`src/design/sals_ram.sv`:
```
// Generic simple dual-port RAM: one write port, one registered read port.
// Depends on nothing.
module sals_ram #(
  parameter int unsigned WIDTH = 32,
  parameter int unsigned DEPTH = 16,
  parameter int unsigned AW    = (DEPTH > 1) ? $clog2(DEPTH) : 1
) (
  input  logic             clk,
  input  logic             we,
  input  logic [AW-1:0]    waddr,
  input  logic [WIDTH-1:0] wdata,
  input  logic [AW-1:0]    raddr,
  output logic [WIDTH-1:0] rdata
);

  logic [WIDTH-1:0] mem [DEPTH];

  always_ff @(posedge clk) begin
    if (we) begin
      mem[waddr] <= wdata;
    end
    rdata <= mem[raddr];
  end

endmodule

```
`config.mk`:
```
export PLATFORM = sky130hd
export DESIGN_NAME = sals_ram
export DESIGN_NICKNAME = d
export VERILOG_FILES = /design/src/design/sals_ram.sv
export SDC_FILE = /design/constraint.sdc
export NUM_CORES = 1
export LEC_CHECK = 0
export BUFFER_PORTS_ARGS = -buffer_cell sky130_fd_sc_hd__buf_2
export CAP_MARGIN = 20
export CORE_MARGIN = 3
export CORE_UTILIZATION = 60
export DETAILED_ROUTE_END_ITERATION = 8
export PLACE_DENSITY_LB_ADDON = 0.15
export SYNTH_ARGS = -nofsm -noshare
export SYNTH_HDL_FRONTEND = slang
export SYNTH_SLANG_ARGS = --single-unit
export TNS_END_PERCENT = 20
```
`constraint.sdc`:
```
create_clock -name clk -period 4.53 [get_ports clk]
set_clock_uncertainty 0.05 [all_clocks]
set_input_delay 0.2265 -clock clk [delete_from_list [all_inputs] [get_ports clk]]
set_output_delay 0.2265 -clock clk [all_outputs]
set_load 0.01 [all_outputs]
```
======== Yosys cells after proc, flatten, opt, wreduce, memory -nomap -nowiden ========
Memory sizes are Yosys's and may differ from the RTL's. A register that Yosys moved wholly into a read port is not among the register bits.
Index checks and enable logic that the tools add are counted.
W data, S select, Z words.
word-level totals
  register bits ........................... 0
  RAM bits ................................ 512
  bits of input ports ..................... 42
  output and inout bits ................... 32
  logic and storage cells ................. 3
  memories kept ........................... 1
memories
  memory  depth  width  read ports  clocked after memory_dff  wr ports  RTL line  text
  mem     16     32     1           1                         1         16        logic [WIDTH-1:0] mem [DEPTH];
operators by class
  multiplexer cells ....................... 2
operator list
  operator  count
  $mux W1   2

======== Longest topological paths before layout ========
Gate-level depths: netlist of run 1.
  depth after elaboration ................. 2
  gate-level depth with buffers ........... 5
  gate-level depth less buffers ........... 3

======== Least setup slack after synthesis of run 1 ========
OpenSTA, ideal clock, no wires.
  kind .................................... input -> register
  from .................................... input port waddr[2]
  to ...................................... memory mem[0][0], enable pin
  library setup time ...................... 461 ps
  arrival ................................. 2,945 ps
  required time ........................... 4,019 ps
  setup slack ............................. 1,074 ps
  stages on the path ...................... 2
  path buffers ............................ 0
  cells stage by stage .................... or3b_2 -> nor3_1
RTL lines
  what                RTL line  text
  start: declaration  10        input logic [AW-1:0] waddr,
  end: declaration    16
Straight into the memory's write port.

==> metrics.md, run 1 <==
| Metric | Value |
|---|---|
| Max_cap viols | `0` |
| Ant. Diodes | `0` |
| Final period util | `42.55%` |
| Routed Antenna Nets | `0` |
| Critical Path RT | `4.92 ns` |
| Crit path DAT | `2.31 ns` |
| Post-layout min period | `1.928 ns` |
| Most frequent cells in the layout | `edfxtp_1, mux4_2, buf_2` |
| RSZ-0062 raised after global routing | `no` |
| Syn. warnings | `0` |
| Clk_lat worst skew | `0.57 ns` |
| Hold-fix buffers, CTS | `31` |
| Worst-margin pin slew | `1.156 ns` |
| Critical-path maximum fanout | `74` |
| Synth unique cells | `18` |
| NumNets Final | `1023` |
| Hold Path Class | `in -> reg` |
| Ports | `74` |
| FP Rows | `65` |
| Total GRT Usage | `23.24%` |
| Die Y | `187.9 um` |
| Synthesized area per cell | `23.69 um2` |
| Drt pass-1 iters | `5` |
| Synthesized netlist cell count | `838` |
| Root Buffer | `clkbuf_16` |
| Fmax | `518.8 MHz` |
| Vias | `9117` |
| PortBufs | `73` |
| Final Hold Viols | `0` |
| Max Transition Viols Final | `0` |
| Crit path launch type | `input port` |
| Post-Synthesis Net Count | `880` |
| Slew HR | `22.73%` |
| Layout area overhead | `15.97%` |
| Die ar. | `35310 um2` |
| CTS tree | `done` |
| Bufs on Longest Clock Path | `3` |
| Largest net degree at the start of global routing | `75` |
| CTS clk-pin slew, worst paths | `0.06 ns` |
| Clock Sinks | `544` |
| Global route overflow | `0` |
| Setup CP Type | `in -> reg` |
| Vias in the first global route | `9753` |
| Core Region | `32040 um2` |
| Sequential area share after synthesis | `80.67%` |
| Initial core utilization | `61.96%` |
| Pwr dens | `455.9 nW/um2` |
| Placer Congestion | `0.7221` |
| Share of cells above drive strength 1 | `32.16%` |
| Final setup viols | `0` |
| Post-CTS Setup Inserts | `0` |
| Lkg Pwr | `7.486 nW` |
| Die W | `187.9 um` |
| Post-synthesis register bit count | `544` |
| # DRC | `0` |
| HPWL Detailed | `20890 um` |
| IR drop worst, VDD | `0.3463 mV` |
| Cts bufs inserted | `53` |
| CP endpoint kind | `register` |
| Final instance area | `23020 um2` |
| PostCTS Resize Cnt | `0` |
| Placed cell area | `20920 um2` |
| Status | `completed` |
| First-pass GRT wire length | `60510 um` |
| Drt initial violations | `871` |
| Initial antenna violation count | `0` |
| Synthesized area | `19850 um2` |
| Routed len/inst | `27.12 um` |
| Fin Setup TNS | `0 ns` |
| DR vias/cell | `6.240` |
| H-tree depth | `2` |
| Total routed wirelength | `39630 um` |
| Commonest non-fill, non-tap cell in the layout | `edfxtp_1` |
## state kept, by name, indices dropped and copies added (netlist names)
name and flops:
mem 512, rdata 32
## layout make-up
type                            instances  area, um2
Clock buffer                           76       1525
Clock inverter                         24      229.0
Multi-Input combinational cell        251       3749
Fill cell                            1862       9019
Tap cell                              435      544.3
Timing Repair Buffer                  131      962.2
Sequential cell                       544      16020
## metal layers
metal | part of all wire (%) | GRT usage, % | vias up | routed length (um)
li1 | - | - | 3863 | -
met1 | 38 | 30.69 | 4884 | 15050
met2 | 54 | 40.72 | 300 | 21400
met3 | 5.6 | 3.515 | 70 | 2223
met4 | 2.4 | 7.128 | 0 | 956
met5 | 0 | 0 | - | 0
## critical path: stages
cell      delay, ns
clkbuf_8       0.63
buf_12         0.41
mux4_2         0.54
a22oi_1        0.27
nand2_1        0.09
## through the flow
step	utilization [%]	power (W)	setup slack, ns	cells	hold WS (ns)
after CTS	71.73	0.01057	2.578	1459	0.005094
after global placement	65.17	0.006232	2.000	1326	0.5152
after detailed placement	65.29	0.006257	2.003	1328	0.5597
after global routing	71.85	0.01083	2.426	1461	0.02368
final	71.85	0.01050	2.603	1461	0.02239
after floorplan	-	0.006046	1.074	838	0.2754
## Yosys cell counts, drive strengths merged
master	instances	area, um2
nor3	4	20.02
or3b	1	8.760
nand3	1	5.000
nand2b	2	12.51
nor2	13	48.80
mux4	128	2883
dfxtp	32	640.6
clkbuf	17	63.81
nand2	33	123.9
nand3b	2	15.01
nor2b	2	12.51
edfxtp	512	15370
a22oi	64	480.5
buf	26	158.9
and2	1	6.260
## path summary, 6_finish.rpt
kind                                         endpoint             startpoint  slack (ns)  cells past startpoint
worst max-delay path                 rdata[1]$_DFF_P_               raddr[0]        2.60                      5
worst min-delay path            mem[14][29]$_DFFE_PP_              wdata[29]        0.02                      1
worst max register to register      rdata[11]$_DFF_P_   mem[2][11]$_DFFE_PP_        3.11                      3
worst min register to register      rdata[21]$_DFF_P_  mem[14][21]$_DFFE_PP_        0.61                      3
## where the power goes
group	switching [W]	internal [W]	total [W]
Combinational	0.000288	0.000219	0.000507
Sequential	0.0000342	0.00563	0.00566
Clock	0.00176	0.00257	0.00433
## cell families (layout without fill, tap and decap cells)
logic type / count (synthesis) / after routing / share of synthesized area, %
flip-flops: 544 / 544 / 80.67
AO/OA/AOI/OAI: 64 / 64 / 2.420
AND/OR/NAND/NOR: 59 / 59 / 1.273
buffers and inverters: 43 / 231 / 1.122
multiplexers: 128 / 128 / 14.52
Note: power is estimated with default switching activity, not from simulation.
==> run 2, diff against run 1 <==
Settings changed: ABC_AREA set to 1.
Clock period 4.53 ns to 1.9 ns, I/O delays scaled along.
==> metrics.md, run 2 <==
| Metric | Value |
|---|---|
| Ys async rst share | `0%` |
| Largest register FFs | `512` |
| Synth area leader | `edfxtp_1` |
| Cts bufs inserted | `54` |
| Synthesized netlist cell count | `2120` |
| Synthesized area per cell | `10.72 um2` |
| Placer Congestion | `0.8021` |
| Vias | `14904` |
| FP Rows | `70` |
| Clock share of power | `40.2%` |
| Worst slack at placement | `0.3687 ns` |
| RSZ-0062 raised after global routing | `no` |
| Crit path launch type | `register` |
| Ports | `74` |
| Die ar. | `40260 um2` |
| Post-synth EDFFs | `512` |
| Final Hold Viols | `0` |
| Yosys top cell area share | `67.64%` |
| PostCTS Resize Cnt | `0` |
| HPWL Detailed | `30110 um` |
| Comb power frac | `6.6%` |
| Clk_lat worst skew | `0.60 ns` |
| Pwr dens | `977.1 nW/um2` |
| H-tree depth | `2` |
| CP endpoint kind | `output port` |
| DR vias/cell | `5.338` |
| CP max stage delay | `0.48 ns` |
| Post-Synthesis Net Count | `2162` |
| First-pass GRT wire length | `82710 um` |
| Proportion of power drawn by flip-flops and latches | `53.1%` |
| Commonest cells in the synthesized netlist | `nand2_1, edfxtp_1, inv_1` |
| Switching power | `0.005492 W` |
| Most frequent cells in the layout | `nand2_1, edfxtp_1, inv_1` |
| NumNets Final | `2284` |
| Root Buffer | `clkbuf_16` |
| Final setup viols | `0` |
| Top post-synthesis cells by area | `edfxtp_1, nand2_1, nand3_1` |
| Die W | `200.6 um` |
| Routed Antenna Nets | `0` |
| IR drop worst, VDD | `0.8360 mV` |
| PortBufs | `73` |
| Post-CTS Setup Inserts | `0` |
| Lkg Pwr | `11.14 nW` |
| Cell family contributing the most delay on the critical path | `flip-flops` |
| Cell-internal power | `0.01992 W` |
| Fmax | `704.2 MHz` |
| Drt initial violations | `1132` |
| Largest net degree at the start of global routing | `89` |
| Max_cap viols | `0` |
| CP Launch Point | `rdata[15]$_DFF_P_` |
| Post-synthesis register bit count | `544` |
| Min-delay src | `raddr[0]` |
| Reg2reg start | `mem[5][15]$_DFFE_PP_` |
| Status | `completed` |
| Hold Path Class | `in -> reg` |
| Global route overflow | `0` |
| Initial antenna violation count | `2` |
| Synthesized area | `22730 um2` |
| Register with the most flip-flops | `mem` |
| Synth unique cells | `15` |
| Total routed wirelength | `52870 um` |
| # DRC | `0` |
| Drt pass-1 iters | `5` |
| Slew HR | `67.64%` |
| Switch share | `21.61%` |
| CTS tree | `done` |
| Setup WS post-layout | `0.4800 ns` |
| Layout area overhead | `14.41%` |
| Most common cell in the synthesized netlist | `nand2_1` |
| Max Transition Viols Final | `0` |
| Bufs on Longest Clock Path | `3` |
| Setup CP Type | `reg -> out` |
| Final Total Pwr | `0.02541 W` |
| Share of cells above drive strength 1 | `9.886%` |
| Biggest regs | `mem (512), rdata (32)` |
| Worst path slowest cell | `dfxtp_1` |
| Die Y | `200.6 um` |
| Critical-path maximum fanout | `1` |
| Initial core utilization | `61.50%` |
| Worst-margin pin slew | `0.4840 ns` |
| Post-layout util | `70.36%` |
| Critical Path RT | `1.75 ns` |
| Clock Sinks | `544` |
| Final period util | `74.74%` |
| Top FF cell, synth | `edfxtp_1` |
| Syn. warnings | `0` |
| Sequential area share after synthesis | `70.46%` |
| Core Region | `36960 um2` |
| Hold-fix buffers, CTS | `33` |
| Post-layout min period | `1.420 ns` |
| CTS clk-pin slew, worst paths | `0.06 ns` |
| Commonest non-fill, non-tap cell in the layout | `nand2_1` |
| Bufs and invs on worst path | `1` |
| Routed len/inst | `18.94 um` |
| Total GRT Usage | `26.45%` |
| Cells along the critical path | `buf_2` |
| Vias in the first global route | `14872` |
| Crit path DAT | `1.27 ns` |
run 2: cell count changes in the layout (fill, tap and decap cells not counted), sizes merged, moves of 4 or more:
cell    before  now
nand3        1  385
nor2        13   17
nor3         4    0
clkbuf      77   84
mux4       128    0
a22oi       64    0
nand2       33  677
inv          2  389
buf         99  137
run 2: kinds of logic (layout without fill, tap and decap cells):
logic type	Yosys count	in the layout	share of synthesized area, %
buffers and inverters	495	661	9.539
other	0	2	0
and+or+nand+nor	1081	1081	20.00
DFF	544	544	70.46
run 2: final timing paths:
kind / slack (ns) / depth (start not counted) / end
hold / removal: 0.04 / 6 / rdata[5]$_DFF_P_
setup reg to reg: 0.74 / 6 / rdata[15]$_DFF_P_
hold reg to reg: 0.60 / 6 / rdata[26]$_DFF_P_
setup / recovery: 0.48 / 1 / rdata[15]
run 2: worst min-delay path, cell delays in order:
cell,delay [ns]
clkbuf_8,0.17
nand2_1,0.09
nand3_1,0.07
nand3_1,0.09
nand3_1,0.06
nand2_1,0.07
run 2: final cells by class:
cell class / instances / area, um2
multi-input combinational: 1081 / 4667
clock buffer: 83 / 1584
clock inverter: 17 / 123.9
sequential: 544 / 16020
timing repair buffer: 171 / 1508
tap: 504 / 630.6
fill: 2702 / 10960
antenna: 2 / 5.005
inverter: 390 / 1471
run 2: power by group through the flow:
stage / Clock (W) / Combinational (W) / Sequential [W]
CTS: 0.0103 / 0.00170 / 0.0135
global route: 0.0108 / 0.00187 / 0.0135
detailed placement: 0 / 0.00164 / 0.0138
global placement: 0 / 0.00160 / 0.0137
finish: 0.0102 / 0.00169 / 0.0135
floorplan: 0 / 0.000915 / 0.0138
run 2: layer usage:
layer,global-route usage (%),up-vias,routed length [um]
met5,0,-,0
met3,4.086,131,3839
li1,-,7097,-
met1,33.80,7090,20220
met4,11.39,0,1914
met2,45.41,586,26900
run 2: through the flow:
stage | area [um2] | hold WS (ns) | cells | setup TNS, ns
floorplan | 22730 | 0.1439 | 2120 | -110.24
global placement | 23960 | 0.4402 | 2657 | 0
detailed placement | 23960 | 0.4380 | 2657 | 0
CTS | 26000 | 0.02750 | 2790 | 0
global route | 26000 | 0.05645 | 2792 | 0
finish | 26000 | 0.03780 | 2792 | 0
==> run 3, diff against run 2 <==
Settings changed: CORE_UTILIZATION 60 to 56.
Clock period 1.9 ns to 1.16 ns, I/O delays scaled along.
==> metrics.md, run 3 (same netlist as run 2, synthesis figures left out) <==
| Metric | Value |
|---|---|
| Setup WS post-layout | `-0.02524 ns` |
| Commonest non-fill, non-tap cell in the layout | `nand2_1` |
| Ports | `74` |
| Post-Layout Cell Count | `2873` |
| PortBufs | `73` |
| Clk_lat worst skew | `0.60 ns` |
| Routed len/inst | `19.54 um` |
| Initial antenna violation count | `0` |
| Max Transition Viols Final | `0` |
| IR drop worst, VDD | `1.299 mV` |
| Most frequent cells in the layout | `nand2_1, edfxtp_1, inv_1` |
| Share of cells above drive strength 1 | `13.93%` |
| Core Region | `39910 um2` |
| Cells along the critical path | `buf_6` |
| First-pass GRT wire length | `86780 um` |
| Initial core utilization | `56.95%` |
| Lkg Pwr | `11.68 nW` |
| NumNets Final | `2345` |
| Hold Path Class | `in -> reg` |
| # DRC | `0` |
| Routed Antenna Nets | `0` |
| Root Buffer | `clkbuf_16` |
| Pwr dens | `1593 nW/um2` |
| Final Hold Viols | `0` |
| Crit path launch type | `register` |
| CP endpoint kind | `output port` |
| Die ar. | `43040 um2` |
| Die Y | `207.5 um` |
| Failing checks | `negative setup slack` |
| Global route overflow | `0` |
| Biggest regs | `mem (512), rdata (32)` |
| Drt pass-1 iters | `5` |
| Bufs on Longest Clock Path | `3` |
| Critical-path maximum fanout | `1` |
| Ant. Diodes | `0` |
| HPWL Detailed | `34130 um` |
| CP max stage delay | `0.36 ns` |
| Register with the most flip-flops | `mem` |
| RSZ-0062 raised after global routing | `yes` |
| Critical Path RT | `1.05 ns` |
| Worst-margin pin slew | `0.4343 ns` |
| Status | `complete, but fails checks` |
| Vias in the first global route | `14968` |
| Worst slack at placement | `-0.1597 ns` |
| Die W | `207.5 um` |
| Fin Setup TNS | `-0.1252 ns` |
| Final period util | `102.2%` |
| Final Total Pwr | `0.04338 W` |
| CTS clk-pin slew, worst paths | `0.07 ns` |
| Max_cap viols | `0` |
| Cell family contributing the most delay on the critical path | `flip-flops` |
| Bufs and invs on worst path | `1` |
| Drt initial violations | `1479` |
| Largest register FFs | `512` |
| Clock Sinks | `544` |
| Slew HR | `71.05%` |
| Post-layout min period | `1.185 ns` |
| CTS tree | `done` |
| Crit path DAT | `1.08 ns` |
| Total routed wirelength | `56150 um` |
| FP Rows | `73` |
| DR vias/cell | `5.293` |
| Total GRT Usage | `26.07%` |
| Largest net degree at the start of global routing | `62` |
| Setup CP Type | `reg -> out` |
| Placer Congestion | `0.8150` |
| Worst path slowest cell | `dfxtp_2` |
| Layout area overhead | `19.77%` |
| Vias | `15207` |
| Final setup viols | `9` |
| Fmax | `843.7 MHz` |
| Cts bufs inserted | `54` |
| Placed cells | `2737` |
| H-tree depth | `2` |
==> run 3: changes by cell type in the layout (fill, tap and decap cells not counted), moves of 3 or more <==
cell / before / now
buf_12: 25 / 57
buf_2: 71 / 48
buf_4: 41 / 68
buf_6: 0 / 23
bufinv_16: 2 / 7
clkbuf_1: 20 / 9
clkinv_1: 12 / 7
clkinv_2: 3 / 11
clkinvlp_4: 1 / 4
dfxtp_1: 32 / 9
dfxtp_2: 0 / 20
dfxtp_4: 0 / 3
==> run 3: per-layer routing <==
| layer | part of all wire, % | global-route usage [%] | wire length [um] | up-vias |
|---|---|---|---|---|
| met4 | 3.1 | 8.848 | 1743 | 0 |
| met1 | 41 | 35.26 | 22860 | 7292 |
| li1 | - | - | - | 7223 |
| met2 | 49 | 44.14 | 27610 | 578 |
| met3 | 7.0 | 3.446 | 3929 | 114 |
| met5 | 0 | 0 | 0 | - |
==> run 3: metrics by stage <==
step,instance area (um2),util [%],hold WS [ns]
finish,27220,68.20,0.04720
global route,27220,68.20,0.07160
CTS,27180,68.10,0.01828
detailed placement,24830,62.21,0.4010
global placement,24830,62.21,0.4037
floorplan,22850,-,0.1069
==> run 3: area by class of cell <==
class | count | area (um2)
Sequential cell | 544 | 16050
Inverter | 390 | 1471
Tap cell | 525 | 656.9
Multi-Input combinational cell | 1081 | 4677
Clock inverter | 31 | 359.1
Timing Repair Buffer | 232 | 2515
Clock buffer | 70 | 1493
Fill cell | 2904 | 12690
==> run 3: final timing paths <==
| kind | startpoint | slack (ns) | to | cells past startpoint |
|---|---|---|---|---|
| max | rdata[5]$_DFF_P_ | -0.03 | rdata[5] | 1 |
| min | raddr[1] | 0.05 | rdata[1]$_DFF_P_ | 6 |
| max reg2reg | mem[8][8]$_DFFE_PP_ | 0.06 | rdata[8]$_DFF_P_ | 6 |
| min reg2reg | mem[10][18]$_DFFE_PP_ | 0.61 | rdata[18]$_DFF_P_ | 6 |
==> run 3: timing repair <==
item,4_1_cts,5_1_grt
setup buffers,0,0
hold endpoints to repair,540,0
hold buffers,35,0
resized for setup,41,10
endpoints found under the setup margin,27,29
==> run 3: where the power goes <==
part           total, W  internal [W]  switching [W]
Sequential       0.0222        0.0220       0.000177
Combinational   0.00323       0.00123        0.00200
Clock            0.0180        0.0106        0.00734
Total            0.0434        0.0339        0.00952
