`config.mk`:
```
export PLATFORM = sky130hd
export DESIGN_NAME = sals_engine
export DESIGN_NICKNAME = d
export VERILOG_FILES = /design/src/design/sals_pkg.sv /design/src/design/sals_engine.sv
export SDC_FILE = /design/constraint.sdc
export NUM_CORES = 1
export LEC_CHECK = 0
export ABC_AREA = 1
export ABC_CLOCK_PERIOD_IN_PS = 13400
export BUFFER_PORTS_ARGS = -buffer_cell sky130_fd_sc_hd__buf_2
export CAP_MARGIN = 10
export CORE_ASPECT_RATIO = 0.9
export CORE_MARGIN = 2
export CORE_UTILIZATION = 50
export DETAILED_ROUTE_END_ITERATION = 12
export PLACE_DENSITY_LB_ADDON = 0.25
export SETUP_SLACK_MARGIN = 0.4
export SKIP_LAST_GASP = 1
export SLEW_MARGIN = 15
export SYNTH_ARGS = -nofsm -noshare
export SYNTH_HDL_FRONTEND = slang
export SYNTH_SLANG_ARGS = --single-unit
```
`constraint.sdc`:
```
create_clock -name clk -period 13.4 [get_ports clk]
set_input_delay 2.01 -clock clk [delete_from_list [all_inputs] [get_ports clk]]
set_output_delay 2.01 -clock clk [all_outputs]
set_load 0.05 [all_outputs]
```
`src/design/sals_pkg.sv`:
```
// Package for the sorted-array levels set.
// Holds shared constants, the sequencer state type and the result struct.
package sals_pkg;

  localparam int unsigned LEVELS_DEF = 10;
  localparam int unsigned KEY_W      = 32;
  localparam int unsigned COUNT_W    = 10;
  localparam logic [KEY_W-1:0] SIGN_FLIP = 32'h8000_0000;
  localparam logic FUNC_INSERT = 1'b0;
  localparam logic FUNC_SEARCH = 1'b1;

  typedef enum logic [3:0] {
    S_IDLE,
    S_INIT,
    S_MREAD,
    S_MCOMP,
    S_CREAD,
    S_CWRITE,
    S_SSEL,
    S_SREAD,
    S_SCOMP,
    S_DONE
  } state_t;

  typedef struct packed {
    logic               found;
    logic               status;
    logic [COUNT_W-1:0] key_count;
  } result_t;

endpackage

```
`src/design/sals_engine.sv`:
```
// Sequencer of the levels set: insert by merging levels, search by binary search.
// Depends on sals_pkg; drives the level store and merge buffer RAMs.
module sals_engine #(
  parameter int unsigned LEVELS = sals_pkg::LEVELS_DEF
) (
  input  logic                      clk,
  input  logic                      rst,
  input  logic                      in_valid,
  input  logic                      in_func,
  input  logic [sals_pkg::KEY_W-1:0] in_key,
  output logic                      in_ready,
  input  logic                      out_free,
  output logic                      res_valid,
  output sals_pkg::result_t         res,
  output logic                      st_we,
  output logic [LEVELS-1:0]         st_waddr,
  output logic [sals_pkg::KEY_W-1:0] st_wdata,
  output logic [LEVELS-1:0]         st_raddr,
  input  logic [sals_pkg::KEY_W-1:0] st_rdata,
  output logic                      bf_we,
  output logic [LEVELS:0]           bf_waddr,
  output logic [sals_pkg::KEY_W-1:0] bf_wdata,
  output logic [LEVELS:0]           bf_raddr,
  input  logic [sals_pkg::KEY_W-1:0] bf_rdata
);

  localparam int unsigned LW = $clog2(LEVELS + 1);
  localparam logic [LEVELS:0] ONE = (LEVELS + 1)'(1);

  sals_pkg::state_t state, state_next;

  logic [LEVELS-1:0] occ;
  logic [LW-1:0]     lvl;
  logic [LW-1:0]     tgt;
  logic              cur;
  logic [LEVELS:0]   x, y, k;
  logic [LEVELS:0]   lo, hi, mid;
  logic [sals_pkg::KEY_W-1:0] key;
  logic              found, status;

  // Derived quantities of the current and target levels.
  logic [LEVELS:0]   n, n_tgt, base, base_tgt;
  logic [LW-1:0]     first_free;
  logic              all_full, take, occ_lvl;
  logic [LW-1:0]     lvl_inc;
  logic [LEVELS-1:0] occ_sh;

  assign n        = ONE << lvl;
  assign n_tgt    = ONE << tgt;
  assign base     = n - ONE;
  assign base_tgt = n_tgt - ONE;
  assign all_full = &occ;
  assign lvl_inc  = lvl + LW'(1);
  assign occ_sh   = occ >> lvl;
  assign occ_lvl  = (lvl < LW'(LEVELS)) ? occ_sh[0] : 1'b0;

  always_comb begin
    first_free = LW'(0);
    for (int i = LEVELS - 1; i >= 0; i--) begin
      if (!occ[i]) begin
        first_free = LW'(i);
      end
    end
  end

  // The one shared comparator: stored key against carry or search key.
  logic [sals_pkg::KEY_W-1:0] cmp_a, cmp_b;
  logic cmp_le, cmp_eq;
  assign cmp_a  = st_rdata;
  assign cmp_b  = (state == sals_pkg::S_SCOMP) ? key : bf_rdata;
  assign cmp_le = (cmp_a <= cmp_b);
  assign cmp_eq = (cmp_a == cmp_b);
  assign take   = (x < n) && ((y >= n) || cmp_le);

  always_comb begin
    state_next = state;
    unique case (state)
      sals_pkg::S_IDLE: begin
        if (in_valid) begin
          if (in_func == sals_pkg::FUNC_SEARCH) begin
            state_next = sals_pkg::S_SSEL;
          end else if (all_full) begin
            state_next = sals_pkg::S_DONE;
          end else begin
            state_next = sals_pkg::S_INIT;
          end
        end
      end
      sals_pkg::S_INIT: begin
        state_next = (tgt == LW'(0)) ? sals_pkg::S_CREAD : sals_pkg::S_MREAD;
      end
      sals_pkg::S_MREAD: state_next = sals_pkg::S_MCOMP;
      sals_pkg::S_MCOMP: begin
        if (k + ONE == (n << 1)) begin
          state_next = (lvl_inc == tgt) ? sals_pkg::S_CREAD : sals_pkg::S_MREAD;
        end else begin
          state_next = sals_pkg::S_MREAD;
        end
      end
      sals_pkg::S_CREAD: state_next = sals_pkg::S_CWRITE;
      sals_pkg::S_CWRITE: begin
        state_next = (k + ONE == n_tgt) ? sals_pkg::S_DONE : sals_pkg::S_CREAD;
      end
      sals_pkg::S_SSEL: begin
        if (lvl == LW'(LEVELS)) begin
          state_next = sals_pkg::S_DONE;
        end else if (occ_lvl) begin
          state_next = sals_pkg::S_SREAD;
        end
      end
      sals_pkg::S_SREAD: begin
        state_next = (lo >= hi) ? sals_pkg::S_SSEL : sals_pkg::S_SCOMP;
      end
      sals_pkg::S_SCOMP: begin
        state_next = cmp_eq ? sals_pkg::S_DONE : sals_pkg::S_SREAD;
      end
      sals_pkg::S_DONE: begin
        if (out_free) begin
          state_next = sals_pkg::S_IDLE;
        end
      end
      default: state_next = sals_pkg::S_IDLE;
    endcase
  end

  always_ff @(posedge clk) begin
    if (rst) begin
      state <= sals_pkg::S_IDLE;
      occ   <= '0;
    end else begin
      state <= state_next;
      if (state == sals_pkg::S_CWRITE && k + ONE == n_tgt) begin
        occ <= (occ & ~LEVELS'(n_tgt - ONE)) | LEVELS'(n_tgt);
      end
    end
  end

  // Datapath registers.
  always_ff @(posedge clk) begin
    unique case (state)
      sals_pkg::S_IDLE: begin
        key    <= in_key ^ sals_pkg::SIGN_FLIP;
        tgt    <= first_free;
        lvl    <= LW'(0);
        cur    <= 1'b0;
        x      <= '0;
        y      <= '0;
        k      <= '0;
        found  <= 1'b0;
        status <= (in_func == sals_pkg::FUNC_INSERT) && all_full;
      end
      sals_pkg::S_MCOMP: begin
        if (k + ONE == (n << 1)) begin
          cur <= ~cur;
          lvl <= lvl_inc;
          x   <= '0;
          y   <= '0;
          k   <= '0;
        end else begin
          k <= k + ONE;
          if (take) begin
            x <= x + ONE;
          end else begin
            y <= y + ONE;
          end
        end
      end
      sals_pkg::S_CWRITE: k <= k + ONE;
      sals_pkg::S_SSEL: begin
        lo <= '0;
        hi <= n;
        if (!occ_lvl && lvl != LW'(LEVELS)) begin
          lvl <= lvl_inc;
        end
      end
      sals_pkg::S_SREAD: begin
        mid <= lo + ((hi - lo) >> 1);
        if (lo >= hi) begin
          lvl <= lvl_inc;
        end
      end
      sals_pkg::S_SCOMP: begin
        if (cmp_eq) begin
          found <= 1'b1;
        end else if (!cmp_le) begin
          hi <= mid;
        end else begin
          lo <= mid + ONE;
        end
      end
      default: ;
    endcase
  end

  // RAM control and handshake outputs.
  always_comb begin
    st_we    = 1'b0;
    st_waddr = LEVELS'(base_tgt + k);
    st_wdata = bf_rdata;
    st_raddr = LEVELS'(base + x);
    bf_we    = 1'b0;
    bf_waddr = {~cur, k[LEVELS-1:0]};
    bf_wdata = take ? st_rdata : bf_rdata;
    bf_raddr = {cur, y[LEVELS-1:0]};
    unique case (state)
      sals_pkg::S_INIT: begin
        bf_we    = 1'b1;
        bf_waddr = '0;
        bf_wdata = key;
      end
      sals_pkg::S_MCOMP: bf_we = 1'b1;
      sals_pkg::S_CREAD: bf_raddr = {cur, k[LEVELS-1:0]};
      sals_pkg::S_CWRITE: st_we = 1'b1;
      sals_pkg::S_SREAD: st_raddr = LEVELS'(base + lo + ((hi - lo) >> 1));
      default: ;
    endcase
  end

  assign in_ready      = (state == sals_pkg::S_IDLE);
  assign res_valid     = (state == sals_pkg::S_DONE) && out_free;
  assign res.found     = found;
  assign res.status    = status;
  assign res.key_count = sals_pkg::COUNT_W'(occ);

  a_merge_bound: assert property (@(posedge clk) disable iff (rst)
    state == sals_pkg::S_MCOMP |-> (x <= n) && (y <= n))
    else $error("merge index ran past its level");
  a_search_bound: assert property (@(posedge clk) disable iff (rst)
    state == sals_pkg::S_SCOMP |-> (mid < n))
    else $error("binary search probe outside its level");
  a_refused: assert property (@(posedge clk) disable iff (rst)
    res_valid && res.status |-> !res.found && (&occ))
    else $error("refusal reported while a level was free");

endmodule

```
### After elaboration in Yosys (flattened, before gate mapping)

Cells that the tools add are included.

* reduce and logical (&&, ||, !) cells: 27
* shift-type cells: 3
* bitwise operators: 6
* magnitude comparators: 5
* muxes and demuxes: 53
* add/sub/neg operators: 13
* equal/unequal tests: 27

Operators with widths (number)
* 2-to-1 mux 11 bit: 10
* 2-to-1 mux 32 bit: 3
* case mux 11 bit (2 select lines): 4
* 2-to-1 mux 4 bit: 14
* adder 11 x 1 -> 11 bit (second input constant): 4
* adder 10 bit: 4
* case mux 4 bit (10 select lines): 1
* case mux 11 bit (3 select lines): 1
* equality test 32 bit: 1
* less-or-equal comparator 32 bit: 1
* equality test 11 bit: 2
* >= comparator 11 bit: 2
* left shift 1 x 4 -> 11 bit (first input constant): 2
* 2-to-1 mux 3 bit: 7
* 2-to-1 mux 10 bit: 2
* subtractor 10 x 1 -> 10 bit (second input constant): 2
* != test 2 bit (second input constant): 9
* equality test 4 x 3 -> 1 bit (second input constant): 4
* case mux 4 bit (4 select lines): 1
* equality test 4 bit (second input constant): 3
* adder 11 x 10 -> 11 bit: 1
* less-than comparator 11 bit: 1
* subtractor 11 bit: 1
* bitwise AND 10 bit: 1
* 27 further kinds: 53

* bits in registers: 123
* word-level logic and storage cells: 151
* bits of input ports: 101
* output and inout bits: 122

### Depth between registers and ports, before layout

Gate-level depths: netlist of run 1.

* depth after elaboration: 9
* gate-level depth with buffers: 26
* depth with buffers taken out: 25

### Worst setup path before layout of run 1

OpenSTA, ideal clock, no wires.

* path kind: flip-flop to output port
* start point: register lvl[0]
* end point: output port st_raddr[9]
* data arrival time: 4.167 ns
* slack: 7.223 ns
* data required time: 11.390 ns
* cell stages (with the launch flop): 20
* path through: edfxtp_1 > buf_2 > inv_2 > ha_1 > inv_1 > nor2_1 > inv_1 > ha_1 > nand3_1 > xor2_1 > inv_1 > ha_1 > nand2_1 > o21ai_0 > a21oi_1 > o21ai_0 > a21oi_1 > o21bai_1 > nor2_1 > o21ai_0

* word-level cells in the longest chain between the ends: 5
* elaborated cells on any way between the ends: 6
* those cells by class: add/sub: 4; shift: 1; mux: 1

Ends and longest elaborated chain
* start, declared: line sals_engine.sv:33 `logic [LW-1:0] lvl;`
* start signal, assigned: line sals_engine.sv:155 `lvl <= lvl_inc;`
* start signal, assigned: line sals_engine.sv:173 `lvl <= lvl_inc;`
* start signal, assigned: line sals_engine.sv:179 `lvl <= lvl_inc;`
* left shift 1 x 4 -> 11 bit *: line sals_engine.sv:48 `assign n = ONE << lvl;`
* subtractor 10 x 1 -> 10 bit *: line sals_engine.sv:50 `assign base = n - ONE;`
* adder 10 bit (2 in series): line sals_engine.sv:214 `sals_pkg::S_SREAD: st_raddr = LEVELS'(base + lo + ((hi - lo) >> 1));`
* 2-to-1 mux 10 bit *: line sals_engine.sv:205 `unique case (state)`
* end, declared: line sals_engine.sv:18 `output logic [LEVELS-1:0] st_raddr,`

Every way passes the cells marked *; elsewhere a longest branch is shown, timed or not.

### Final worst setup path of run 1

Same ends and word-level chain as after synthesis.

==> results.cfg, run 1 <==
[placed_design]
place.gp.congestion = 0.973
port-buffer-count = 222
dp_hpwl_um = 24900

[timing]
grt_setup_unrepaired = false
setup_viol = 0
setup_tns_ps = 0
worst_slew_margin_rel_pct = 26.0
clock-skew-final_ps = 14.3
final_max_slew_viol_count = 0
hold_viol = 0
fin_crit_sh_pct = 53.1
layout_min_cycle_time_ps = 7120
max_freq_mhz = 141
worst_pin_slew_ps = 1110

[setup_path]
cpLargestDelayFamily = adder cells
path_cells = inv_2, ha_1, inv_1, nor2_1, inv_1, ha_1, fa_1, inv_1, ha_1, fa_1, nand2_1, inv_1, o21ai_0, nand2_1, nand4_1, o211a_1, nand3b_1, nand3_1, nand2_1, nand2_1, o21ai_0, buf_2
worstPathRequired_ps = 11390
cp_slowest_cell = edfxtp_1
start_kind = register
path_max_fanout = 10
cp-end-kind = primary output
cp_num_buf_inv = 6
slowest_delay_ps = 560
crit_arrival_ps = 5110
critical_path_class = register to primary output

[finish]
fin_nets = 1980
antenna_cells = 0
final_common_cell = nand2_1
drive_gt1_share_pct = 17.4
layout_common_cells = nand2_1 (384), buf_2 (222), inv_1 (214), nor2_1 (127), ha_1 (112)
syn_to_final_growth_pct = 14.9

[grt]
grtUsageMet2_pct = 43.5
gr-usage-met1_pct = 35.5
grt.total_usage_pct = 26.6
busiest_layer = met2
first_global_vias = 10537
met3_usage_pct = 5.69
antenna_found_initial = 0
grt_max_degree = 72
grt_overflow = 0
grt_pass1_wl_um = 51300

[clock_network]
cts_buffers = 17
cts_setup_buffers = 0
cts.sinks = 123
clock_latency_ps = 430
ctsHtreeMaxLevel = 4
cts.repair.resized = 0
cts_buffer_depth = 2
cts_hold_buf = 0
cts_tree = built
root_buffer = clkbuf_16
clkTransAtPathRegs_ps = 60

[yosys]
synth_largest_area_cell = edfxtp_1
netlist_instances = 1578
async_reset_ff_share_pct = 0
synth_top_area_share_pct = 28.3
synth_flop_cell = edfxtp_1
synth-seq-cells = 123
synth_cell_type_count = 51
synth_area_per_cell_um2 = 7.33
synthTopCellsByArea = edfxtp_1 (28%), nand2_1 (12%), ha_1 (12%), inv_1 (7.0%), o21ai_0 (4.5%)
synth_edf_count = 109
yosys_warnings = 0
syn_area_um2 = 11600
ys_seq_area_share_pct = 30.7
synth_fp_nets = 1805

[detailed_routing]
drtIter0Drc = 1049
wl_per_cell_um = 15.7
via_per_inst = 5.41
vias = 11155
drc = 0
totalWireLength_um = 32300
ant_nets = 0
dr.pass1.iters = 6

[floorplanning]
ios = 223
die-area_um2 = 24400
die_w_um = 164
fp.coreArea_um2 = 22600
dieHeight_um = 148
row_count = 52
start_util_pct = 51.3

[worst_hold_path]
hold_path.class = register to register

[job]
drv_cap = 0

[status]
outcome = finished, final reports clean
==> worst paths after layout <==
| kind | from | end | slack, ps | cells after the start |
|---|---|---|---|---|
| worst min register to register | occ[5]$_SDFFE_PP0P_ | occ[5]$_SDFFE_PP0P_ | 510 | 2 |
| worst min-delay path | occ[5]$_SDFFE_PP0P_ | occ[5]$_SDFFE_PP0P_ | 510 | 2 |
| worst max register to register | state[1]$_SDFFE_PP0P_ | y[8]$_SDFFCE_PN0P_ | 8880 | 17 |
| worst max-delay path | lvl[0]$_SDFFCE_PN0P_ | st_raddr[9] | 6280 | 22 |
==> routing by layer <==
| metal | wire [um] | share of wire [%] |
|---|---|---|
| met5 | 0 | 0 |
| met4 | 701 | 2.2 |
| met3 | 2480 | 7.7 |
| met2 | 15000 | 46 |
| met1 | 14200 | 44 |
==> kinds of logic (layout without fill, tap and decap cells) <==
| family | after synthesis | in the layout | synth area share [%] |
|---|---|---|---|
| DFF | 123 | 123 | 30.7 |
| and+or+nand+nor | 727 | 727 | 27.6 |
| buffers and inverters | 301 | 489 | 11.4 |
| AOI/OAI and AO/OA | 242 | 242 | 11.3 |
| xor gates and xnor gates | 59 | 59 | 4.46 |
| adders and majority gates | 126 | 126 | 14.5 |
==> registers in the layout, indices dropped and copies added (netlist names) <==
| register | count |
|---|---|
| y | 11 |
| hi | 11 |
| occ | 10 |
| key | 32 |
| found | 1 |
| lvl | 4 |
| tgt | 4 |
| lo | 11 |
| status | 1 |
| k | 11 |
| state | 4 |
| cur | 1 |
| x | 11 |
| mid | 11 |
==> per-stage QoR <==
stage / setup slack, ps / instance area [um2] / util (%) / hold WS [ps] / std cells
6_report: 6280 / 13300 / 58.9 / 506 / 2063
5_1_grt: 5950 / 13300 / 58.9 / 544 / 2063
4_1_cts: 6350 / 13300 / 58.8 / 513 / 2062
3_5_place_dp: 6420 / 12700 / 56.1 / 502 / 2030
3_3_place_gp: 6470 / 12700 / 56.1 / 499 / 2030
2_1_floorplan: 7220 / 11600 / - / 539 / 1578
==> synth_stat cells (all sizes together), types with 14 or more instances <==
master and count:
nand2 393, inv 222, nor2 145, ha 112, o21ai 110, edfxtp 109, nand3 109, a21oi 101
buf 54, xor2 42, nand3b 36, clkbuf 21, nor3 18, nand4 17, xnor2 17, dfxtp 14
fa 14
==> cell type report <==
type | instances | area, um2
Clock inverter | 15 | 173
Multi-Input combinational cell | 1154 | 6730
Sequential cell | 123 | 3550
Timing Repair Buffer | 231 | 1200
Clock buffer | 17 | 425
Tap cell | 297 | 372
Inverter | 226 | 850
Fill cell | 2074 | 9280
==> worst min-delay path: stages (launching register included) <==
cell and delay (ps):
dfxtp_1 340, nand2_1 70, a21oi_1 50
Power of run 1 is left out: the tool's default activity adds up to more than one toggle a clock period on the data nets, which glitch-free logic cannot reach.
==> run 2: changes to the inputs <==
--- a/config.mk
+++ b/config.mk
@@ -6,7 +6,7 @@
 export NUM_CORES = 1
 export LEC_CHECK = 0
 export ABC_AREA = 1
-export ABC_CLOCK_PERIOD_IN_PS = 13400
+export ABC_CLOCK_PERIOD_IN_PS = 5950
 export BUFFER_PORTS_ARGS = -buffer_cell sky130_fd_sc_hd__buf_2
 export CAP_MARGIN = 10
 export CORE_ASPECT_RATIO = 0.9
==> constraint.sdc (replaced) <==
create_clock -name clk -period 5.95 [get_ports clk]
set_input_delay 0.8925 -clock clk [delete_from_list [all_inputs] [get_ports clk]]
set_output_delay 0.8925 -clock clk [all_outputs]
set_load 0.05 [all_outputs]
==> run 2 against run 1 <==
  * Global-route usage up 1.5 points
  * Setup slack worse by 5600 ps
  * Sequential share of layout area down 0.23 points
  * First-iteration DRC count down 2.9%
==> results.cfg, run 2 (synthesized netlist as in run 1, its figures left out) <==
[timing]
grt_setup_unrepaired = false
clock-skew-final_ps = 11.2
worst_slew_margin_rel_pct = 26.7
setup_tns_ps = 0
final_max_slew_viol_count = 0
fin_crit_sh_pct = 88.8
fin_hold_ws_ps = 516
hold_viol = 0
fin_ws_ps = 666
layout_min_cycle_time_ps = 5280
setup_viol = 0
worst_pin_slew_ps = 1100
max_freq_mhz = 189

[worst_hold_path]
hold_path.class = register to register
whs_endpoint = occ[5]$_SDFFE_PP0P_
min_from = occ[5]$_SDFFE_PP0P_
hold_path_depth = 2

[floorplanning]
ios = 223
die_w_um = 164
row_count = 52
dieHeight_um = 148
die-area_um2 = 24400
fp.coreArea_um2 = 22600
start_util_pct = 51.3

[finish]
layout_common_cells = nand2_1 (382), buf_2 (221), inv_1 (213), nor2_1 (126), ha_1 (112)
fin_nets = 1990
largest_reg_flops = 32
fillers = 2087
syn_to_final_growth_pct = 15.9
largest_register = key
drive_gt1_share_pct = 18.4
utilization_pct = 59.4
final_common_cell = nand2_1

[setup_path]
r2r-end = y[4]$_SDFFCE_PN0P_
critical_path_class = register to primary output
cp-end-kind = primary output
reg2regPathDepth = 14
start_kind = register
worstPathRequired_ps = 5060
r2r_slack_ps = 1890
crit_arrival_ps = 4390
r2r_start = lvl[0]$_SDFFCE_PN0P_
path_max_fanout = 7

[grt]
grt_max_degree = 54
antenna_found_initial = 1
grt.total_usage_pct = 28.1
first_global_vias = 10789
grt_overflow = 0
grt_pass1_wl_um = 54000

[placed_design]
pre_cts_slack_ps = 893
dp_hpwl_um = 26100
port-buffer-count = 222
place.gp.congestion = 0.950

[clock_network]
root_buffer = clkbuf_16
cts_buffer_depth = 2
cts_tree = built
cts_buffers = 17
ctsHtreeMaxLevel = 4
clock_latency_ps = 440
clkTransAtPathRegs_ps = 60
cts.sinks = 123

[detailed_routing]
totalWireLength_um = 33600
wl_met2_um = 15300
met3_length_um = 2630
ant_nets = 0
via_per_inst = 5.41
vias = 11222
drc = 0
dr.pass1.iters = 5
drt-met1-wl_um = 14700
drtIter0Drc = 1019
top_layer = met4
wl_per_cell_um = 16.2

[status]
outcome = finished, final reports clean

[job]
drv_cap = 0
run 2: timing repair:
item / in CTS / in global routing
setup buffers: 0 / 6
gates resized for setup: 0 / 12
hold buffers: 0 / 0
setup endpoints to repair: 0 / 3
run 2: stage by stage:
stage	area, um2	cells
floorplan	11600	1578
global placement	12700	2035
detailed placement	12700	2035
CTS	13300	2067
global route	13400	2074
finish	13400	2074
run 2: layout make-up:
type	count	area, um2	share of cell area, %
sequential	123	3550	26.5
timing repair buffer	241	1260	9.37
inverter	226	850	6.33
clock inverter	15	189	1.41
multi-input combinational	1154	6770	50.4
clock buffer	17	425	3.17
antenna	1	2.50	0.0187
tap	297	372	2.77
run 2: how the worst max path moves through the flow:
stage,startpoint,endpoint,slack (ps),cells after the start
2_1_floorplan,lvl[0]$_SDFFCE_PN0P_,st_raddr[9],890,19
3_3_place_gp,lvl[0]$_SDFFCE_PN0P_,st_raddr[9],1100,24
3_5_place_dp,lvl[0]$_SDFFCE_PN0P_,st_raddr[9],890,25
4_1_cts,lvl[0]$_SDFFCE_PN0P_,st_raddr[9],430,25
5_1_grt,lvl[0]$_SDFFCE_PN0P_,st_raddr[9],400,24
6_report,lvl[0]$_SDFFCE_PN0P_,st_raddr[9],670,23
run 2: per-layer routing:
metal,vias up,track usage [%]
li1,5538,-
met1,5145,37.9
met2,484,45.3
met3,55,5.52
met4,0,9.39
met5,-,0
run 2: critical path, stage by stage, from the launching register on:
cell and delay, ps:
edfxtp_1 450, buf_4 200, ha_1 250, nand2_4 160
ha_1 200, nand3_1 140, nor3_2 130, inv_1 80
o21ai_0 150, nand3_1 200, fa_1 540, inv_1 40
ha_1 330, nand2_1 100, inv_1 70, nand4_1 110
o211a_1 150, nand3b_1 170, nand2_1 70, nand2_1 40
nand2_1 50, nand2_1 40, o21ai_0 80, buf_4 220
Power of run 2 is left out for the same reason.
==> run 3: changes to the inputs <==
--- a/config.mk
+++ b/config.mk
@@ -5,7 +5,6 @@
 export SDC_FILE = /design/constraint.sdc
 export NUM_CORES = 1
 export LEC_CHECK = 0
-export ABC_AREA = 1
 export ABC_CLOCK_PERIOD_IN_PS = 5950
 export BUFFER_PORTS_ARGS = -buffer_cell sky130_fd_sc_hd__buf_2
 export CAP_MARGIN = 10
==> run 3 against run 2 <==
  * Setup slack got worse by 10 ps
  * Register-to-register slack got worse by 160 ps
  * Core utilization rose by 0.36 points
  * Critical path depth fell by 6
  * Worst hold slack improved by 22 ps
  * Fmax fell by 0.20%
  * Die area fell by 3.9%
==> results.cfg, run 3 <==
[status]
outcome = finished, final reports clean

[setup_path]
crit_arrival_ps = 4400
startpoint = lvl[1]$_SDFFCE_PN0P_
cp-end-kind = primary output
worstPathRequired_ps = 5060
start_kind = register
reg2regPathDepth = 13
critical_path_class = register to primary output
r2r_start = state[2]$_SDFFE_PP0P_
path_max_fanout = 6

[yosys]
synthTopCellsByArea = edfxtp_1 (29%), ha_1 (13%), mux2i_1 (6.2%), xnor2_1 (4.6%), nand2_1 (4.4%)
synth_largest_area_cell = edfxtp_1
yosys_warnings = 0
syn_area_um2 = 11100
ys_seq_area_share_pct = 32.0
synth-seq-cells = 123
synth_area_per_cell_um2 = 9.05
synth_flop_cell = edfxtp_1
synth_edf_count = 109
synth_cell_type_count = 67
netlist_instances = 1227
async_reset_ff_share_pct = 0
synth_top_area_share_pct = 29.5
yosysMostFrequentCell = nand2_1
synth_fp_nets = 1454
synth_commonest_cells = nand2_1 (129), ha_1 (112), nor2_1 (112)

[placed_design]
pre_cts_slack_ps = 625
dp_hpwl_um = 22500
port-buffer-count = 222
place_area_um2 = 12300
place.gp.congestion = 0.911

[grt]
antenna_found_initial = 1
first_global_vias = 9212
grt.total_usage_pct = 24.9
grt_overflow = 0
grt_max_degree = 54
grt_pass1_wl_um = 46800

[detailed_routing]
dr.pass1.iters = 7
vias = 9384
wl_per_cell_um = 17.2
ant_nets = 0
drtIter0Drc = 645
drc = 0
via_per_inst = 5.50
totalWireLength_um = 29400

[clock_network]
cts.sinks = 123
cts_hold_buf = 0
cts_tree = built
cts_buffers = 17
cts_buffer_depth = 2
clock_latency_ps = 420
clkTransAtPathRegs_ps = 60
ctsHtreeMaxLevel = 4
root_buffer = clkbuf_16

[timing]
layout_min_cycle_time_ps = 5290
fin_ws_ps = 655
worst_pin_slew_ps = 1030
hold_viol = 0
clock-skew-final_ps = 8.51
setup_tns_ps = 0
setup_viol = 0
fin_crit_sh_pct = 89.0
final_max_slew_viol_count = 0
max_freq_mhz = 189
worst_slew_margin_rel_pct = 31.1
grt_setup_unrepaired = false

[worst_hold_path]
hold_path_depth = 2
min_from = occ[6]$_SDFFE_PP0P_
hold_path.class = register to register

[finish]
largest_reg_flops = 32
largest_register = key
layout_common_cells = buf_2 (220), nand2_1 (128), nor2_1 (111), ha_1 (109), edfxtp_1 (109)
utilization_pct = 59.8
fin_nets = 1631
fillers = 1965
drive_gt1_share_pct = 22.1
final_area_um2 = 13000
final_common_cell = buf_2
antenna_cells = 0
syn_to_final_growth_pct = 16.7

[floorplanning]
die-area_um2 = 23400
dieHeight_um = 145
ios = 223
start_util_pct = 51.2
die_w_um = 161
fp.coreArea_um2 = 21700
row_count = 51

[job]
drv_cap = 0
==> run 3: changes by cell type in the layout (fill, tap and decap cells not counted), sizes merged, moves of 9 or more <==
cell    delta
a21o      +17
xnor2     +41
nand3     -79
and3      +11
nand2    -264
nor2      -33
a21oi     -36
mux2i     +69
mux2       +9
nand2b     +9
inv      -138
nor2b     +21
nand3b    -35
o21ai     -27
==> run 3: routing by layer <==
| metal | part of all wire [%] | GRT usage (%) | up-vias | wire [um] |
|---|---|---|---|---|
| met5 | 0 | 0 | - | 0 |
| met4 | 2.0 | 7.37 | 0 | 578 |
| met3 | 5.0 | 4.87 | 41 | 1480 |
| met2 | 47 | 41.2 | 267 | 13900 |
| met1 | 46 | 33.3 | 4436 | 13500 |
| li1 | - | - | 4640 | - |
==> run 3: logic make-up after synthesis <==
family                   count (synthesis)  synth area share (%)
buffers and inverters                  175                  7.39
flip-flops                             123                  32.0
XOR/XNOR                               107                  9.14
adder cells (fa/ha/maj)                127                  15.2
AND/OR/NAND/NOR                        380                  15.9
multiplexers                            80                  7.54
AO/OA/AOI/OAI                          235                  12.8
==> run 3: timing repair <==
item                                    4_1_cts  5_1_grt
gates resized for setup                       5       19
gates cloned                                  0        0
endpoints found under the setup margin        1       31
setup buffers                                 0        2
==> run 3: critical path, stage by stage (launching register included) <==
cell and delay (ps):
edfxtp_1 400, inv_2 120, ha_4 170, or3b_4 430, ha_2 210, xnor2_2 170
inv_1 70, fa_1 470, inv_1 60, fa_1 460, a21o_1 220, a21oi_2 190
o21ai_1 130, o41ai_2 240, xnor2_1 130, xnor2_1 140, mux2i_2 160, buf_6 190
==> run 3: final timing paths <==
check                        end  slack [ps]
min          occ[6]$_SDFFE_PP0P_         540
max reg2reg  lo[6]$_SDFFCE_PN0P_        1730
min reg2reg  occ[6]$_SDFFE_PP0P_         540
max                  st_raddr[9]         660
==> run 3: layout make-up <==
cell class              instances  area, um2  area share [%]
repair buffers                242       1300            10.0
flip-flops and latches        123       3550            27.4
well taps                     291        364            2.81
clock inverters                10        125           0.965
clock buffers                  21        440            3.40
inverters                      91        342            2.63
multi-input cells             929       6840            52.8
==> run 3: through the flow <==
stage	instances	hold slack [ps]
6_report	1707	538
5_1_grt	1707	587
4_1_cts	1704	529
3_5_place_dp	1673	521
3_3_place_gp	1673	524
2_1_floorplan	1227	537
Power of run 3 is left out for the same reason.
